File: config.mk
export PLATFORM = sky130hd
export DESIGN_NAME = dcr_mac
export DESIGN_NICKNAME = d
export VERILOG_FILES = /design/src/hdl/dcr_pkg.sv /design/src/hdl/dcr_mac.sv
export SDC_FILE = /design/constraint.sdc
export NUM_CORES = 2
export LEC_CHECK = 0
export BUFFER_PORTS_ARGS = -buffer_cell sky130_fd_sc_hd__buf_2
export CORE_MARGIN = 2
export CORE_UTILIZATION = 55
export DETAILED_ROUTE_END_ITERATION = 10
export PLACE_DENSITY = 0.82
export SYNTH_ARGS = -nofsm -noshare
export SYNTH_HDL_FRONTEND = slang
export SYNTH_SLANG_ARGS = --single-unit
File: constraint.sdc
create_clock -name clk -period 9.8 [get_ports clk]
set_clock_uncertainty 0.15 [all_clocks]
set_input_delay 0.98 -clock clk [delete_from_list [all_inputs] [get_ports clk]]
set_output_delay 0.98 -clock clk [all_outputs]
set_load 0.02 [all_outputs]
File: src/hdl/dcr_pkg.sv
// dcr_pkg: shared types and constants of the depth-to-color registration block.
// No dependencies; used by dcr_mac, dcr_div and depth_to_color_registration.
package dcr_pkg;

    localparam int ACC_W   = 64;   // Q48.16 mm accumulator
    localparam int MUL_A_W = 46;   // wide multiplier operand (sum of col/row terms)
    localparam int MUL_B_W = 17;   // narrow multiplier operand (col, row or depth)
    localparam int COORD_W = 14;   // target coordinate with room for a -1 underflow

    // configuration register indexes
    localparam logic [2:0] REG_X_AB   = 3'd0;
    localparam logic [2:0] REG_X_CT   = 3'd1;
    localparam logic [2:0] REG_Y_AB   = 3'd2;
    localparam logic [2:0] REG_Y_CT   = 3'd3;
    localparam logic [2:0] REG_Z_AB   = 3'd4;
    localparam logic [2:0] REG_Z_CT   = 3'd5;
    localparam logic [2:0] REG_DILATE = 3'd6;

    typedef enum logic [1:0] {
        ACC_HOLD,
        ACC_LOAD,     // acc = prod
        ACC_ADD_PC,   // acc = acc + prod + c
        ACC_ADD_C     // acc = prod + c
    } acc_op_t;

    typedef struct packed {
        logic    mul_en;
        acc_op_t acc_op;
    } mac_ctl_t;

endpackage

File: src/hdl/dcr_mac.sv
// dcr_mac: shared multiply / accumulate unit, one product register and one accumulator.
// Depends on dcr_pkg.
module dcr_mac
    import dcr_pkg::*;
(
    input  logic                        clk,
    input  mac_ctl_t                    ctl,
    input  logic signed [MUL_A_W-1:0]   mul_a,
    input  logic signed [MUL_B_W-1:0]   mul_b,
    input  logic signed [ACC_W-1:0]     add_c,
    output logic signed [ACC_W-1:0]     acc
);

    logic signed [ACC_W-1:0] prod_reg;
    logic signed [ACC_W-1:0] acc_reg;
    logic signed [ACC_W-1:0] acc_next;
    logic signed [MUL_A_W+MUL_B_W-1:0] prod_full;

    // full-width signed product, no bits lost before the register
    assign prod_full = mul_a * mul_b;

    always_comb
    begin
        case (ctl.acc_op)
            ACC_LOAD:   acc_next = prod_reg;
            ACC_ADD_PC: acc_next = acc_reg + prod_reg + add_c;
            ACC_ADD_C:  acc_next = prod_reg + add_c;
            default:    acc_next = acc_reg;
        endcase
    end

    always_ff @(posedge clk)
    begin
        if (ctl.mul_en)
        begin
            prod_reg <= ACC_W'(prod_full);
        end
        acc_reg <= acc_next;
    end

    assign acc = acc_reg;

endmodule

==> impl_metrics.json <==
{
  "post_synth_most_frequent_cells": "848 x sky130_fd_sc_hd__inv_1, 796 x sky130_fd_sc_hd__fa_1, 593 x sky130_fd_sc_hd__nand2_1, 295 x sky130_fd_sc_hd__and2_1, 268 x sky130_fd_sc_hd__ha_1",
  "vias": 32020,
  "seq_area_frac_synth_pct": 9.597,
  "post_synth_fa_ha_maj_area_fraction_pct": 48.54,
  "first_pass_iters": 5,
  "buffers_added_on_ports": 194,
  "core_region_area_mm2": 0.07149,
  "synthSimpleGateAreaFrac_pct": 15.59,
  "critical_path_required_ps": 9840,
  "layout.filler_cells": 6085,
  "syn-cell-area_mm2": 0.03974,
  "cts_htree_levels": 4,
  "grt_pass1_wl_um": 178800,
  "global_route.usage.met3_pct": 5.237,
  "post-route-min-period_ps": 8169,
  "setup_viol": 0,
  "crit_type": "in2reg",
  "worst-slew-pin-transition_ps": 1189,
  "netlist.area_leader.share_pct": 40.10,
  "die_h_um": 272.8,
  "run_status": "complete, no violations",
  "grt_overflow": 0,
  "endpoint_kind_of_the_worst_setup_timing_path": "register",
  "syn-num-nets": 5700,
  "numClockSinks": 127,
  "whs_endpoint": "acc[42]",
  "reg2regPathDepth": 14,
  "synth-seq-cells": 127,
  "insertedDiodeCount": 0,
  "rr_startpoint": "acc[0]",
  "share_of_cells_above_drive_strength_1_pct": 5.938,
  "netlist-cell-type-count": 77,
  "route.detailed.wl_per_inst_um": 20.08,
  "path_max_fanout": 46,
  "yosys_warnings": 0,
  "cts_repair_resize_count": 0,
  "yosys.area_share.xor_xnor_pct": 3.901,
  "synth-compound-area-share_pct": 11.81,
  "die_x_um": 272.8,
  "final_nets": 5712,
  "rsz0062_at_grt": "false",
  "post-cts-setup-buffers": 0,
  "vias_per_cell": 5.843,
  "io_pins": 195,
  "hold_path_startpoint": "prod_reg[42]",
  "synthCells": 4505,
  "floorplan.initialDensity_pct": 55.59,
  "hold_viol_final": 0,
  "first_global_vias": 33883,
  "pin_count_of_the_biggest_net_entering_global_routing": 76,
  "synthesis.area_per_instance_um2": 8.821,
  "groute.layer.met1.usage_pct": 41.64,
  "cts_hold_fix_bufs": 0,
  "max_freq_mhz": 122.4,
  "antenna_found_initial": 0,
  "detailed_place_hpwl_um": 88030,
  "gp_congestion": 0.9809,
  "detail_route.drc_violations": 0,
  "largest_register_ffs": 64,
  "floorplan.die_area_mm2": 0.07442,
  "ant_nets": 0,
  "portion_of_netlist_area_occupied_by_mux_cells_pct": 0.4754,
  "timing.max_slew.rel_slack_pct": 20.74,
  "drv_slew": 0,
  "main_combinational_cell_family_by_area_after_synthesis": "adder cells",
  "yosys.cell_count.top_type": "sky130_fd_sc_hd__inv_1",
  "worst_setup_hold_path_clk_slew_ps": 60,
  "layout-area-overhead-vs-synth_pct": 5.148,
  "cts_tree": "yes",
  "critPathLaunchType": "input port",
  "met2_grt_util_pct": 48.88,
  "min_delay_path_depth": 2,
  "r2r_setup_slack_ps": 4730,
  "synth_enable_flop_cells": 127,
  "yosys.area.top_type": "sky130_fd_sc_hd__fa_1",
  "ys_async_sr_fraction_pct": 0,
  "min-delay-path-class": "reg2reg",
  "cell_chosen_for_the_clock_root": "sky130_fd_sc_hd__clkbuf_16",
  "top_usage_layer": "met2",
  "synth_flop_cell": "sky130_fd_sc_hd__edfxtp_1",
  "drv.max_cap_violation_count": 0,
  "final_min_period_over_clock_period_pct": 83.36,
  "synthTopCellsByArea": "sky130_fd_sc_hd__fa_1 40%, sky130_fd_sc_hd__edfxtp_1 9.6%, sky130_fd_sc_hd__ha_1 8.4%",
  "reg2reg_to": "acc[49]",
  "cts-buffers-inserted": 17,
  "detail_route.iter0.violations": 2803,
  "routed_wl_um": 110000,
  "clock_tree.buffer_depth": 2,
  "cp_data_arrival_time_ps": 8200,
  "clock_insertion_delay_worst_skew_ps": 440,
  "total_global_routing_track_utilization_pct": 30.43,
  "totalNegativeSetupSlack_ps": 0,
  "num_rows": 98
}
[stage by stage]
step | setup slack, ps | instance area [um^2] | utilization, % | cells | hold WS (ps)
after global routing | 1349 | 41790 | 58.45 | 5480 | 496.3
after detailed placement | 1307 | 41210 | 57.65 | 5448 | 470.0
after CTS | 1780 | 41790 | 58.45 | 5480 | 473.2
final | 1631 | 41790 | 58.45 | 5480 | 468.8
after floorplan | 2205 | 39740 | - | 4505 | 429.6
after global placement | 1415 | 41210 | 57.65 | 5448 | 460.2
[per-layer routing]
metal	vias up	part of all wire, %	wire length [um]
met5	-	0	0
met4	0	3.7	4098
met3	301	10	11490
met2	1758	46	50350
met1	15793	40	44080
li1	14168	-	-
[cells in the final DEF (no fill, tap or decap), types with 12 or more instances in the layout]
master | Yosys | final
sky130_fd_sc_hd__nand2_1 | 593 | 592
sky130_fd_sc_hd__and3_1 | 21 | 21
sky130_fd_sc_hd__a211oi_1 | 20 | 20
sky130_fd_sc_hd__o31ai_1 | 12 | 12
sky130_fd_sc_hd__fa_1 | 796 | 796
sky130_fd_sc_hd__buf_4 | 0 | 18
sky130_fd_sc_hd__xor2_1 | 67 | 67
sky130_fd_sc_hd__a21oi_1 | 249 | 249
sky130_fd_sc_hd__o21bai_1 | 23 | 23
sky130_fd_sc_hd__mux2i_1 | 14 | 14
sky130_fd_sc_hd__nand2b_1 | 22 | 22
sky130_fd_sc_hd__o21a_1 | 22 | 22
sky130_fd_sc_hd__a31oi_1 | 30 | 30
sky130_fd_sc_hd__o21ai_0 | 116 | 116
sky130_fd_sc_hd__a21o_1 | 133 | 133
sky130_fd_sc_hd__o211ai_1 | 18 | 18
sky130_fd_sc_hd__o21ai_1 | 19 | 19
sky130_fd_sc_hd__clkbuf_16 | 0 | 17
sky130_fd_sc_hd__nor3_1 | 28 | 28
sky130_fd_sc_hd__and2_1 | 295 | 295
sky130_fd_sc_hd__buf_2 | 3 | 193
sky130_fd_sc_hd__nor2_1 | 204 | 204
sky130_fd_sc_hd__nor2b_1 | 18 | 18
sky130_fd_sc_hd__xnor2_1 | 110 | 110
sky130_fd_sc_hd__ha_1 | 268 | 268
sky130_fd_sc_hd__nand4_1 | 44 | 44
sky130_fd_sc_hd__inv_1 | 848 | 848
sky130_fd_sc_hd__nand3_1 | 51 | 51
sky130_fd_sc_hd__edfxtp_1 | 127 | 127
[how the worst max path moves through the flow]
stage	from	endpoint	slack [ps]
floorplan	mul_b[2]	prod_reg[62]	2210
global placement	mul_b[2]	prod_reg[61]	1420
detailed placement	mul_b[2]	prod_reg[61]	1310
CTS	mul_b[2]	prod_reg[61]	1780
global route	mul_b[2]	prod_reg[59]	1350
finish	mul_b[3]	prod_reg[48]	1630
[cells by family after synthesis]
| logic type | count (synthesis) |
|---|---|
| compound gates | 735 |
| mux | 18 |
| buf+inv | 1067 |
| xor+xnor | 177 |
| fa+ha+maj | 1064 |
| simple gates | 1317 |
| flops | 127 |
[area by class of cell]
type	count	area (um^2)	area share (%)
well taps	950	1189	2.845
multi-input cells	3311	31920	76.39
inverters	849	3187	7.627
clock buffers	18	429.2	1.027
clock inverters	14	147.6	0.3533
flip-flops and latches	127	3814	9.127
repair buffers	211	1101	2.635
[critical path, stage by stage]
cell	delay, ps
sky130_fd_sc_hd__buf_2	840
sky130_fd_sc_hd__nand2_1	190
sky130_fd_sc_hd__fa_1	570
sky130_fd_sc_hd__fa_1	530
sky130_fd_sc_hd__fa_1	510
sky130_fd_sc_hd__inv_1	50
sky130_fd_sc_hd__fa_1	440
sky130_fd_sc_hd__fa_1	510
sky130_fd_sc_hd__inv_1	50
sky130_fd_sc_hd__fa_1	590
sky130_fd_sc_hd__inv_1	70
sky130_fd_sc_hd__ha_1	360
sky130_fd_sc_hd__a21o_1	180
sky130_fd_sc_hd__a21o_1	170
sky130_fd_sc_hd__a21oi_1	270
sky130_fd_sc_hd__nand2_1	90
sky130_fd_sc_hd__o31ai_1	620
sky130_fd_sc_hd__o21a_1	260
sky130_fd_sc_hd__o21ai_1	100
sky130_fd_sc_hd__a31o_2	260
sky130_fd_sc_hd__a31o_2	250
sky130_fd_sc_hd__a21oi_1	170
sky130_fd_sc_hd__xnor2_1	80
Power is left out: the tool's default activity adds up to more than one toggle a clock period on the data nets, which glitch-free logic cannot reach.
