<file path="src/hdl/dcr_pkg.sv">
// dcr_pkg: shared types and constants of the depth-to-color registration block.
// No dependencies; used by dcr_mac, dcr_div and depth_to_color_registration.
package dcr_pkg;

    localparam int ACC_W   = 64;   // Q48.16 mm accumulator
    localparam int MUL_A_W = 46;   // wide multiplier operand (sum of col/row terms)
    localparam int MUL_B_W = 17;   // narrow multiplier operand (col, row or depth)
    localparam int COORD_W = 14;   // target coordinate with room for a -1 underflow

    // configuration register indexes
    localparam logic [2:0] REG_X_AB   = 3'd0;
    localparam logic [2:0] REG_X_CT   = 3'd1;
    localparam logic [2:0] REG_Y_AB   = 3'd2;
    localparam logic [2:0] REG_Y_CT   = 3'd3;
    localparam logic [2:0] REG_Z_AB   = 3'd4;
    localparam logic [2:0] REG_Z_CT   = 3'd5;
    localparam logic [2:0] REG_DILATE = 3'd6;

    typedef enum logic [1:0] {
        ACC_HOLD,
        ACC_LOAD,     // acc = prod
        ACC_ADD_PC,   // acc = acc + prod + c
        ACC_ADD_C     // acc = prod + c
    } acc_op_t;

    typedef struct packed {
        logic    mul_en;
        acc_op_t acc_op;
    } mac_ctl_t;

endpackage

</file>
<file path="src/hdl/dcr_div.sv">
// dcr_div: restoring divider, one quotient bit a cycle, with range rejection.
// floor(num/den) if 0 <= num < den*2^QB, else ok low; den < 0 unchecked. Uses dcr_pkg.
module dcr_div
    import dcr_pkg::*;
#(
    parameter int QB = 10
)
(
    input  logic                    clk,
    input  logic                    rst_n,
    input  logic                    start,
    input  logic signed [ACC_W-1:0] num,
    input  logic signed [ACC_W-1:0] den,
    output logic                    done,
    output logic                    ok,
    output logic [QB-1:0]           quot
);

    localparam int CNT_W = $clog2(QB + 1);
    localparam int DSR_W = ACC_W + QB;

    typedef enum logic [1:0] {
        D_IDLE,
        D_CHECK,
        D_RUN
    } div_state_t;

    div_state_t         state_reg, state_next;
    logic [ACC_W-1:0]   rem_reg, rem_next;
    logic [DSR_W-1:0]   dsr_reg, dsr_next;
    logic [QB-1:0]      q_reg, q_next;
    logic [CNT_W-1:0]   cnt_reg, cnt_next;
    logic               done_reg, done_next;
    logic               ok_reg, ok_next;
    logic               fits;

    assign fits = DSR_W'(rem_reg) >= dsr_reg;

    always_comb
    begin
        state_next = state_reg;
        rem_next   = rem_reg;
        dsr_next   = dsr_reg;
        q_next     = q_reg;
        cnt_next   = cnt_reg;
        done_next  = 1'b0;
        ok_next    = ok_reg;
        unique case (state_reg)
            D_IDLE:
            begin
                if (start)
                begin
                    rem_next = ACC_W'(num);
                    dsr_next = DSR_W'(ACC_W'(den)) << QB;
                    q_next   = '0;
                    if (num[ACC_W-1])
                    begin
                        done_next = 1'b1;
                        ok_next   = 1'b0;
                    end
                    else
                    begin
                        state_next = D_CHECK;
                    end
                end
            end
            D_CHECK:
            begin
                if (fits)
                begin
                    done_next  = 1'b1;
                    ok_next    = 1'b0;
                    state_next = D_IDLE;
                end
                else
                begin
                    dsr_next   = dsr_reg >> 1;
                    cnt_next   = CNT_W'(QB);
                    state_next = D_RUN;
                end
            end
            D_RUN:
            begin
                if (fits)
                begin
                    rem_next = rem_reg - ACC_W'(dsr_reg);
                end
                q_next   = (q_reg << 1) | QB'(fits);
                dsr_next = dsr_reg >> 1;
                cnt_next = cnt_reg - 1'b1;
                if (cnt_reg == CNT_W'(1))
                begin
                    done_next  = 1'b1;
                    ok_next    = 1'b1;
                    state_next = D_IDLE;
                end
            end
            default: state_next = D_IDLE;
        endcase
    end

    always_ff @(posedge clk or negedge rst_n)
    begin
        if (!rst_n)
        begin
            state_reg <= D_IDLE;
            done_reg  <= 1'b0;
            ok_reg    <= 1'b0;
            cnt_reg   <= '0;
        end
        else
        begin
            state_reg <= state_next;
            done_reg  <= done_next;
            ok_reg    <= ok_next;
            cnt_reg   <= cnt_next;
        end
    end

    always_ff @(posedge clk)
    begin
        rem_reg <= rem_next;
        dsr_reg <= dsr_next;
        q_reg   <= q_next;
    end

    assign done = done_reg;
    assign ok   = ok_reg;
    assign quot = q_reg;

endmodule

</file>
<file path="config.mk">
export PLATFORM = sky130hd
export DESIGN_NAME = dcr_div
export DESIGN_NICKNAME = d
export VERILOG_FILES = /design/src/hdl/dcr_pkg.sv /design/src/hdl/dcr_div.sv
export SDC_FILE = /design/constraint.sdc
export NUM_CORES = 1
export LEC_CHECK = 0
export ABC_CLOCK_PERIOD_IN_PS = 8600
export BUFFER_PORTS_ARGS = -buffer_cell sky130_fd_sc_hd__buf_2
export CORE_ASPECT_RATIO = 1.4
export CORE_MARGIN = 3
export CORE_UTILIZATION = 59
export DETAILED_ROUTE_END_ITERATION = 10
export PLACE_DENSITY = 0.81
export SYNTH_ARGS = -nofsm -noshare
export SYNTH_HDL_FRONTEND = slang
export SYNTH_SLANG_ARGS = --single-unit
</file>
<file path="constraint.sdc">
create_clock -name clk -period 8.6 [get_ports clk]
set_clock_uncertainty 0.1 [all_clocks]
set_input_delay 2.15 -clock clk [delete_from_list [all_inputs] [get_ports clk]]
set_output_delay 2.15 -clock clk [all_outputs]
set_load 0.01 [all_outputs]
</file>
==> impl_metrics.json, run 1 <==
{
  "first_pass_iters": 5,
  "synth_nets": 1234,
  "dieArea_sq_um": 20320,
  "rows": 58,
  "cts_setup_buffers": 0,
  "antenna_found_initial": 1,
  "synth_area_sq_um": 10990,
  "grt_usage": 0.2493,
  "grt_use_met3": 0.03615,
  "cts_buffer_depth": 2,
  "ys_seq_area_frac": 0.4226,
  "hold_viol_final": 0,
  "worstMarginPinSlew_ps": 1089,
  "largest_reg_flops": 74,
  "wirelength_mm": 25.21,
  "overflow": 0,
  "synth.distinct_cells": 78,
  "viasPerCell": 5.934,
  "netlist_instances": 1032,
  "r2r_slack_ps": 4350,
  "setup_tns_ps": 0,
  "die_h_um": 167.5,
  "ioPinCount": 143,
  "critPathMaxFanout": 74,
  "min_period_over_period": 0.4937,
  "drive_gt1_frac": 0.2893,
  "gp_congestion": 0.9085,
  "setup_violations": 0,
  "critPathLaunchType": "flip-flop",
  "final_nets": 1347,
  "grt_util_met2": 0.4585,
  "maxSlewViolCount": 0,
  "synth_top_family_by_area": "compound AO/OA/AOI/OAI gates",
  "numClockSinks": 156,
  "synth-edff-count": 148,
  "clk_pin_slew_worst_paths_ps": 70,
  "relSlewSlack": 0.2742,
  "dpl.hpwl_mm": 18.24,
  "period_minus_slack_ps": 4246,
  "worstPathArrival_ps": 4200,
  "busiest_layer": "met2",
  "syn_avg_cell_area_sq_um": 10.65,
  "synth-async-reset-ratio": 0.05128,
  "holdBufCountCts": 0,
  "core_area_sq_um": 18140,
  "synth.area.mux_share": 0.1281,
  "rsz0062_at_grt": "no",
  "holdCritPathClass": "flip-flop to flip-flop",
  "synth_compound_area_frac": 0.1576,
  "max_freq_ghz": 0.2355,
  "grt_max_degree": 88,
  "cts_tree": "built",
  "h-tree-depth": 4,
  "cts_resized": 0,
  "synthFlopType": "edfxtp_1",
  "die_x_um": 121.3,
  "maxCapViolCount": 0,
  "postRouteAntennaNets": 0,
  "yosys.area_share.adder": 0.08152,
  "cts-root-buf": "clkbuf_16",
  "final_cell_area_sq_um": 12420,
  "grt_pass1_vias": 8665,
  "reg2reg_depth": 12,
  "vias": 8301,
  "io_buffers": 142,
  "wl_per_cell_um": 18.02,
  "crit_path_end": "dsr_reg[26]",
  "worstSetupEndpointType": "flip-flop",
  "startpoint": "rem_reg[15]",
  "drc": 0,
  "initial_utilization": 0.6057,
  "clk_latency_ps": 430,
  "met1_usage": 0.2852,
  "cts_made_buffers": 17,
  "synthXorXnorAreaFrac": 0.04862,
  "ys_seq_elements": 156,
  "rr_endpoint": "dsr_reg[26]",
  "areaGrowthSynthToFinish_pct": 12.99,
  "place_area_sq_um": 11840,
  "synth-simple-area-share": 0.1121,
  "timing.rr.start": "rem_reg[15]",
  "fin_util": 0.6844,
  "grt_pass1_wl_mm": 40.85,
  "path_class": "flip-flop to flip-flop",
  "drt-initial-drc-count": 574,
  "cp.required_ps": 8550,
  "status": "complete, no violations",
  "synth_warnings": 0,
  "hold_depth": 1
}
## area by class of cell
class	instances	area [sq um]
Sequential cell	156	4644
Antenna cell	1	2.502
Inverter	85	319.1
Timing Repair Buffer	145	733.2
Fill cell	1429	5725
Multi-Input combinational cell	740	5841
Clock buffer	17	425.4
Tap cell	240	300.3
Clock inverter	15	151.4
## synthesized netlist by cell type, drive strengths merged, types with 5 or more instances
cell / number / share of area
clkbuf: 41 / 0.014
o21a: 9 / 0.0061
xor2: 26 / 0.021
ha: 70 / 0.080
nand2b: 5 / 0.0028
a211oi: 10 / 0.0087
nor2b: 7 / 0.0040
a21o: 46 / 0.032
nand2: 67 / 0.023
o211ai: 8 / 0.0059
xnor2: 35 / 0.028
and3: 8 / 0.0046
nand4: 24 / 0.015
o21bai: 15 / 0.010
and2: 30 / 0.017
mux2: 122 / 0.13
edfxtp: 148 / 0.40
nor2: 45 / 0.015
nand3: 14 / 0.0064
nor3: 12 / 0.0064
a21oi: 76 / 0.037
o21ai: 33 / 0.015
a31oi: 13 / 0.0080
o31ai: 5 / 0.0034
buf: 10 / 0.0063
dfrtp: 8 / 0.018
inv: 85 / 0.029
## through the flow
step | std cells | hold slack [ps] | worst slack, ps
finish | 1399 | 426.5 | 4354
global route | 1399 | 439.9 | 4037
CTS | 1398 | 418.0 | 4330
detailed placement | 1366 | 402.9 | 4442
global placement | 1366 | 396.4 | 4554
floorplan | 1032 | 416.8 | 797.4
## metal layers
| layer | up-vias | routed length, um |
|---|---|---|
| li1 | 4026 | - |
| met1 | 3968 | 9898 |
| met2 | 251 | 13690 |
| met3 | 56 | 926 |
| met4 | 0 | 698 |
| met5 | - | 0 |
## cell usage in the layout (no fill, tap or decap), types with 7 or more instances in the layout
master     count
dfrtp_1        8
edfxtp_1     148
xor2_1        26
o211ai_1       7
o21ai_0       23
nor3_1        10
xnor2_1       35
nand3_1       14
a21o_1        45
o21a_1         9
inv_1         85
buf_2        142
nor2b_1        7
o21bai_1      15
a31oi_1       12
o21ai_1        9
a21oi_1       70
nand2_1       67
clkbuf_16     17
nand4_1       23
and2_1        28
nor2_1        45
mux2_2       121
ha_1          68
and3_1         8
## worst min path at each step
stage | slack [ps] | start | end
5_1_grt | 440 | ok | ok
4_1_cts | 420 | ok | ok
2_1_floorplan | 420 | state_reg[0] | state_reg[0]
3_3_place_gp | 400 | ok | ok
6_report | 430 | ok | ok
3_5_place_dp | 400 | ok | ok
## logic make-up after synthesis
family	after synthesis
buffers and inverters	136
AND/OR/NAND/NOR	235
multiplexers	125
XOR/XNOR	61
AO/OA/AOI/OAI	248
adder cells (fa/ha/maj)	71
flip-flops	156
## worst max-delay path, stage by stage, from the launching register on
cell and delay, ps:
edfxtp_1 370, ha_1 420, a21oi_1 320, o221ai_1 270, nor2_1 180, o211ai_2 150, a31oi_1 280, o21a_1 220
o31ai_1 90, a31oi_1 170, buf_4 220, nand2b_1 170, and2_4 860
Power of run 1 is left out: the tool's default activity adds up to more than one toggle a clock period on the data nets, which glitch-free logic cannot reach.
==> run 2, diff against run 1 <==
--- a/config.mk
+++ b/config.mk
@@ -5,7 +5,7 @@
 export SDC_FILE = /design/constraint.sdc
 export NUM_CORES = 1
 export LEC_CHECK = 0
-export ABC_CLOCK_PERIOD_IN_PS = 8600
+export ABC_CLOCK_PERIOD_IN_PS = 4300
 export BUFFER_PORTS_ARGS = -buffer_cell sky130_fd_sc_hd__buf_2
 export CORE_ASPECT_RATIO = 1.4
 export CORE_MARGIN = 3
==> constraint.sdc (replaced) <==
create_clock -name clk -period 4.3 [get_ports clk]
set_clock_uncertainty 0.1 [all_clocks]
set_input_delay 1.075 -clock clk [delete_from_list [all_inputs] [get_ports clk]]
set_output_delay 1.075 -clock clk [all_outputs]
set_load 0.01 [all_outputs]
==> run 2 against run 1 <==
Worst hold slack worse by 35 ps; wire length up 1.2%; via count up 0.23%; first-iteration DRC count up 10%; utilization rose by 0.14 points; critical endpoint is now dsr_reg[56]; largest cell class unchanged; highest routed layer unchanged.
==> impl_metrics.json, run 2 (synthesized netlist as in run 1, its figures left out) <==
{
  "drc": 0,
  "holdCritPathClass": "primary input to asynchronous set/reset pin",
  "critPathMaxFanout": 37,
  "grt_max_degree": 75,
  "cpLargestDelayFamily": "compound AO/OA/AOI/OAI gates",
  "core_area_sq_um": 18140,
  "wirelength_mm": 25.52,
  "final_nets": 1351,
  "postRouteAntennaNets": 0,
  "cts_tree": "built",
  "insertedDiodeCount": 0,
  "path_class": "flip-flop to flip-flop",
  "seq_area_sq_um": 4644,
  "maxSlewViolCount": 0,
  "whs_ps": 391.4,
  "worstPathCellList": "ha_1, a21oi_1, o221ai_1, nor2_1, o211ai_2, a31oi_1, o21a_1, o31ai_1, a31oi_1, nand2b_1, and2_2",
  "grt_usage": 0.2501,
  "cts-root-buf": "clkbuf_16",
  "worstSetupEndpointType": "flip-flop",
  "initial_utilization": 0.6057,
  "grt_use_met3": 0.04020,
  "maxCapViolCount": 0,
  "largest_reg_flops": 74,
  "hold_viol_final": 0,
  "cts_buffer_depth": 2,
  "die_h_um": 167.5,
  "fillers": 1468,
  "status": "complete, no violations",
  "multi_input_area_sq_um": 5848,
  "crit_slowest_cell": "and2_2",
  "areaGrowthSynthToFinish_pct": 13.23,
  "period_minus_slack_ps": 3922,
  "worstPathArrival_ps": 3870,
  "wl_per_cell_um": 18.20,
  "clk_pin_slew_worst_paths_ps": 70,
  "slowest_delay_ps": 820,
  "fin_util": 0.6859,
  "final_cells": 1402,
  "met1_usage": 0.2923,
  "critPathLaunchType": "flip-flop",
  "numClockSinks": 156,
  "dpl.hpwl_mm": 18.59,
  "max_freq_ghz": 0.2550,
  "path_buf_inv": 0,
  "first_pass_iters": 5,
  "gp_congestion": 0.8931,
  "rsz0062_at_grt": "no",
  "setup_violations": 0,
  "grt_pass1_vias": 8526,
  "viasPerCell": 5.934,
  "cts_made_buffers": 17,
  "min_period_over_period": 0.9122,
  "clk_latency_ps": 430,
  "antenna_found_initial": 0,
  "busiest_layer": "met2",
  "h-tree-depth": 4,
  "die_x_um": 121.3,
  "dieArea_sq_um": 20320,
  "cp.required_ps": 4250,
  "crit_top_cell": "a31oi_1",
  "drive_gt1_frac": 0.2909,
  "vias": 8320,
  "final_cell_mix": "148 x edfxtp_1, 142 x buf_2, 121 x mux2_2",
  "ioPinCount": 143,
  "placedCellCount": 1369,
  "final_common_cell": "edfxtp_1",
  "rows": 58,
  "worstMarginPinSlew_ps": 982.3,
  "io_buffers": 142,
  "grt_pass1_wl_mm": 40.85,
  "overflow": 0,
  "cts_resized": 0,
  "drt-initial-drc-count": 633,
  "grt_util_met2": 0.4561,
  "relSlewSlack": 0.3451,
  "setup_tns_ps": 0
}
-- run 2: stage by stage --
stage	cell area [sq um]	setup slack, ps
4_1_cts	12440	321.3
5_1_grt	12440	40.80
6_report	12440	377.7
2_1_floorplan	11000	298.4
3_5_place_dp	11870	351.7
3_3_place_gp	11870	492.7
-- run 2: final timing paths --
path                       cells past startpoint        start           end  slack, ps
max                                           11  rem_reg[13]   dsr_reg[56]        380
min                                            1        rst_n          done        390
max reg2reg                                   11  rem_reg[13]   dsr_reg[56]        380
min reg2reg                                    1           ok            ok        410
max in group asynchronous                      1        rst_n  state_reg[0]       3520
min in group clk                               1           ok            ok        410
-- run 2: layout make-up --
cell class / count / share of cell area
Multi-Input combinational cell: 741 / 0.4700
Sequential cell: 156 / 0.3733
Timing Repair Buffer: 148 / 0.06174
Clock buffer: 17 / 0.03419
Inverter: 85 / 0.02564
Tap cell: 240 / 0.02413
Clock inverter: 15 / 0.01106
-- run 2: what timing repair did --
action,in CTS,in global routing
setup buffers,0,0
endpoints found under the setup margin,0,4
hold buffers,0,0
-- run 2: routing by layer --
| layer | routed length (um) | part of all wire |
|---|---|---|
| met1 | 9865 | 0.39 |
| met2 | 13750 | 0.54 |
| met3 | 1146 | 0.045 |
| met4 | 748 | 0.029 |
| met5 | 0 | 0 |
Power of run 2 is left out for the same reason.
==> run 3, diff against run 2 <==
--- a/config.mk
+++ b/config.mk
@@ -6,12 +6,12 @@
 export NUM_CORES = 1
 export LEC_CHECK = 0
 export ABC_CLOCK_PERIOD_IN_PS = 4300
-export BUFFER_PORTS_ARGS = -buffer_cell sky130_fd_sc_hd__buf_2
 export CORE_ASPECT_RATIO = 1.4
 export CORE_MARGIN = 3
-export CORE_UTILIZATION = 59
+export CORE_UTILIZATION = 60
 export DETAILED_ROUTE_END_ITERATION = 10
-export PLACE_DENSITY = 0.81
+export DONT_BUFFER_PORTS = 1
+export PLACE_DENSITY = 0.76
 export SYNTH_ARGS = -nofsm -noshare
 export SYNTH_HDL_FRONTEND = slang
 export SYNTH_SLANG_ARGS = --single-unit
==> run 3 against run 2 <==
Flip-flop and latch count unchanged; wire length shrank 4.5%; final area decreased by 5.2%; die area is 1.6% lower; critical path depth unchanged; critical endpoint is now dsr_reg[31]; count of clock-buffer cells in the layout up 1; cell count shrank 9.8%; critical path type unchanged; sequential share of layout area grew 2.1 points; worst hold slack worse by 160 ps.
==> impl_metrics.json, run 3 (synthesized netlist as in run 1, its figures left out) <==
{
  "fillers": 1437,
  "pre_cts_slack_ps": 127.8,
  "dpl.hpwl_mm": 17.73,
  "grt_pass1_vias": 7780,
  "holdBufCountCts": 0,
  "seq_area_sq_um": 4644,
  "drive_gt1_frac": 0.1984,
  "clk_pin_slew_worst_paths_ps": 70,
  "worstPathCellList": "ha_1, a21oi_1, o221ai_1, nor2_1, o211ai_2, a31oi_1, o21a_1, o31ai_1, a31oi_1, nand2b_1, and2_4",
  "h-tree-depth": 4,
  "holdCritPathClass": "primary input to asynchronous set/reset pin",
  "cts_buffer_depth": 2,
  "maxSlewViolCount": 0,
  "areaGrowthSynthToFinish_pct": 7.310,
  "worstPathArrival_ps": 3820,
  "setup_violations": 0,
  "whs_ps": 227.4,
  "antenna_found_initial": 3,
  "period_minus_slack_ps": 3839,
  "clk_latency_ps": 440,
  "largest_reg_flops": 74,
  "overflow": 0,
  "drc": 0,
  "io_buffers": 0,
  "numClockSinks": 156,
  "worstMarginPinSlew_ps": 1126,
  "drt-initial-drc-count": 401,
  "cts_made_buffers": 17,
  "path_class": "flip-flop to flip-flop",
  "dieArea_sq_um": 20000,
  "die_x_um": 120.4,
  "final_nets": 1217,
  "initial_utilization": 0.6213,
  "grt_usage": 0.2392,
  "placedCellCount": 1231,
  "rsz0062_at_grt": "no",
  "cts-root-buf": "clkbuf_16",
  "first_pass_iters": 5,
  "critPathMaxFanout": 37,
  "postRouteAntennaNets": 0,
  "final_cell_mix": "148 x edfxtp_1, 121 x mux2_2, 85 x inv_1",
  "ioPinCount": 143,
  "gp_congestion": 0.8835,
  "rows": 57,
  "setup_tns_ps": 0,
  "maxCapViolCount": 0,
  "crit_top_cell": "a31oi_1",
  "cp.required_ps": 4280,
  "crit_slowest_cell": "and2_4",
  "final_cells": 1264,
  "critPathLaunchType": "flip-flop",
  "setup_ws_ps": 461.1,
  "wirelength_mm": 24.37,
  "min_period_over_period": 0.8928,
  "slowest_delay_ps": 520,
  "die_h_um": 166.1,
  "vias": 7705,
  "core_area_sq_um": 17690,
  "cts_tree": "built",
  "viasPerCell": 6.096,
  "relSlewSlack": 0.2492,
  "max_freq_ghz": 0.2605,
  "wl_per_cell_um": 19.28,
  "hold_viol_final": 0,
  "grt_max_degree": 89,
  "status": "complete, no violations",
  "final_common_cell": "edfxtp_1",
  "insertedDiodeCount": 0,
  "multi_input_area_sq_um": 5849,
  "grt_pass1_wl_mm": 38.27,
  "worstSetupEndpointType": "flip-flop"
}
==> run 3: final cells by class <==
type,instances,share of cell area
timing repair buffer,14,0.009973
tap,236,0.02504
inverter,85,0.02706
multi-input combinational,741,0.4960
clock buffer,18,0.03639
sequential,156,0.3938
clock inverter,14,0.01167
==> run 3: timing repair <==
item	in CTS	in global routing
setup buffers	0	0
gates resized for setup	0	1
endpoints found under the setup margin	0	74
==> run 3: path summary, 6_finish.rpt <==
kind	start	end	slack [ps]	cells after the start
max	rem_reg[15]	dsr_reg[31]	460	11
min	rst_n	cnt_reg[3]	230	0
max reg2reg	rem_reg[15]	dsr_reg[31]	460	11
min reg2reg	dsr_reg[4]	dsr_reg[3]	460	1
max in group asynchronous	rst_n	cnt_reg[2]	3800	0
min in group clk	dsr_reg[4]	dsr_reg[3]	460	1
==> run 3: metrics by stage <==
stage,util,instance area (sq um)
6_report,0.6667,11790
5_1_grt,0.6667,11790
4_1_cts,0.6662,11780
3_5_place_dp,0.6342,11220
3_3_place_gp,0.6342,11220
2_1_floorplan,-,11000
==> run 3: critical path, delay by kind of cell, from the launching register on <==
kind	cells	cell delay (ps)
simple gates	3	900
flops	1	380
fa+ha+maj	1	420
compound gates	7	1620
==> run 3: layer usage <==
| layer | up-vias | GRT usage | share of wire |
|---|---|---|---|
| li1 | 3761 | - | - |
| met1 | 3717 | 0.2656 | 0.39 |
| met2 | 179 | 0.4417 | 0.53 |
| met3 | 42 | 0.05963 | 0.051 |
| met4 | 6 | 0.07791 | 0.021 |
| met5 | - | 0 | 0.0016 |
Power of run 3 is left out for the same reason.
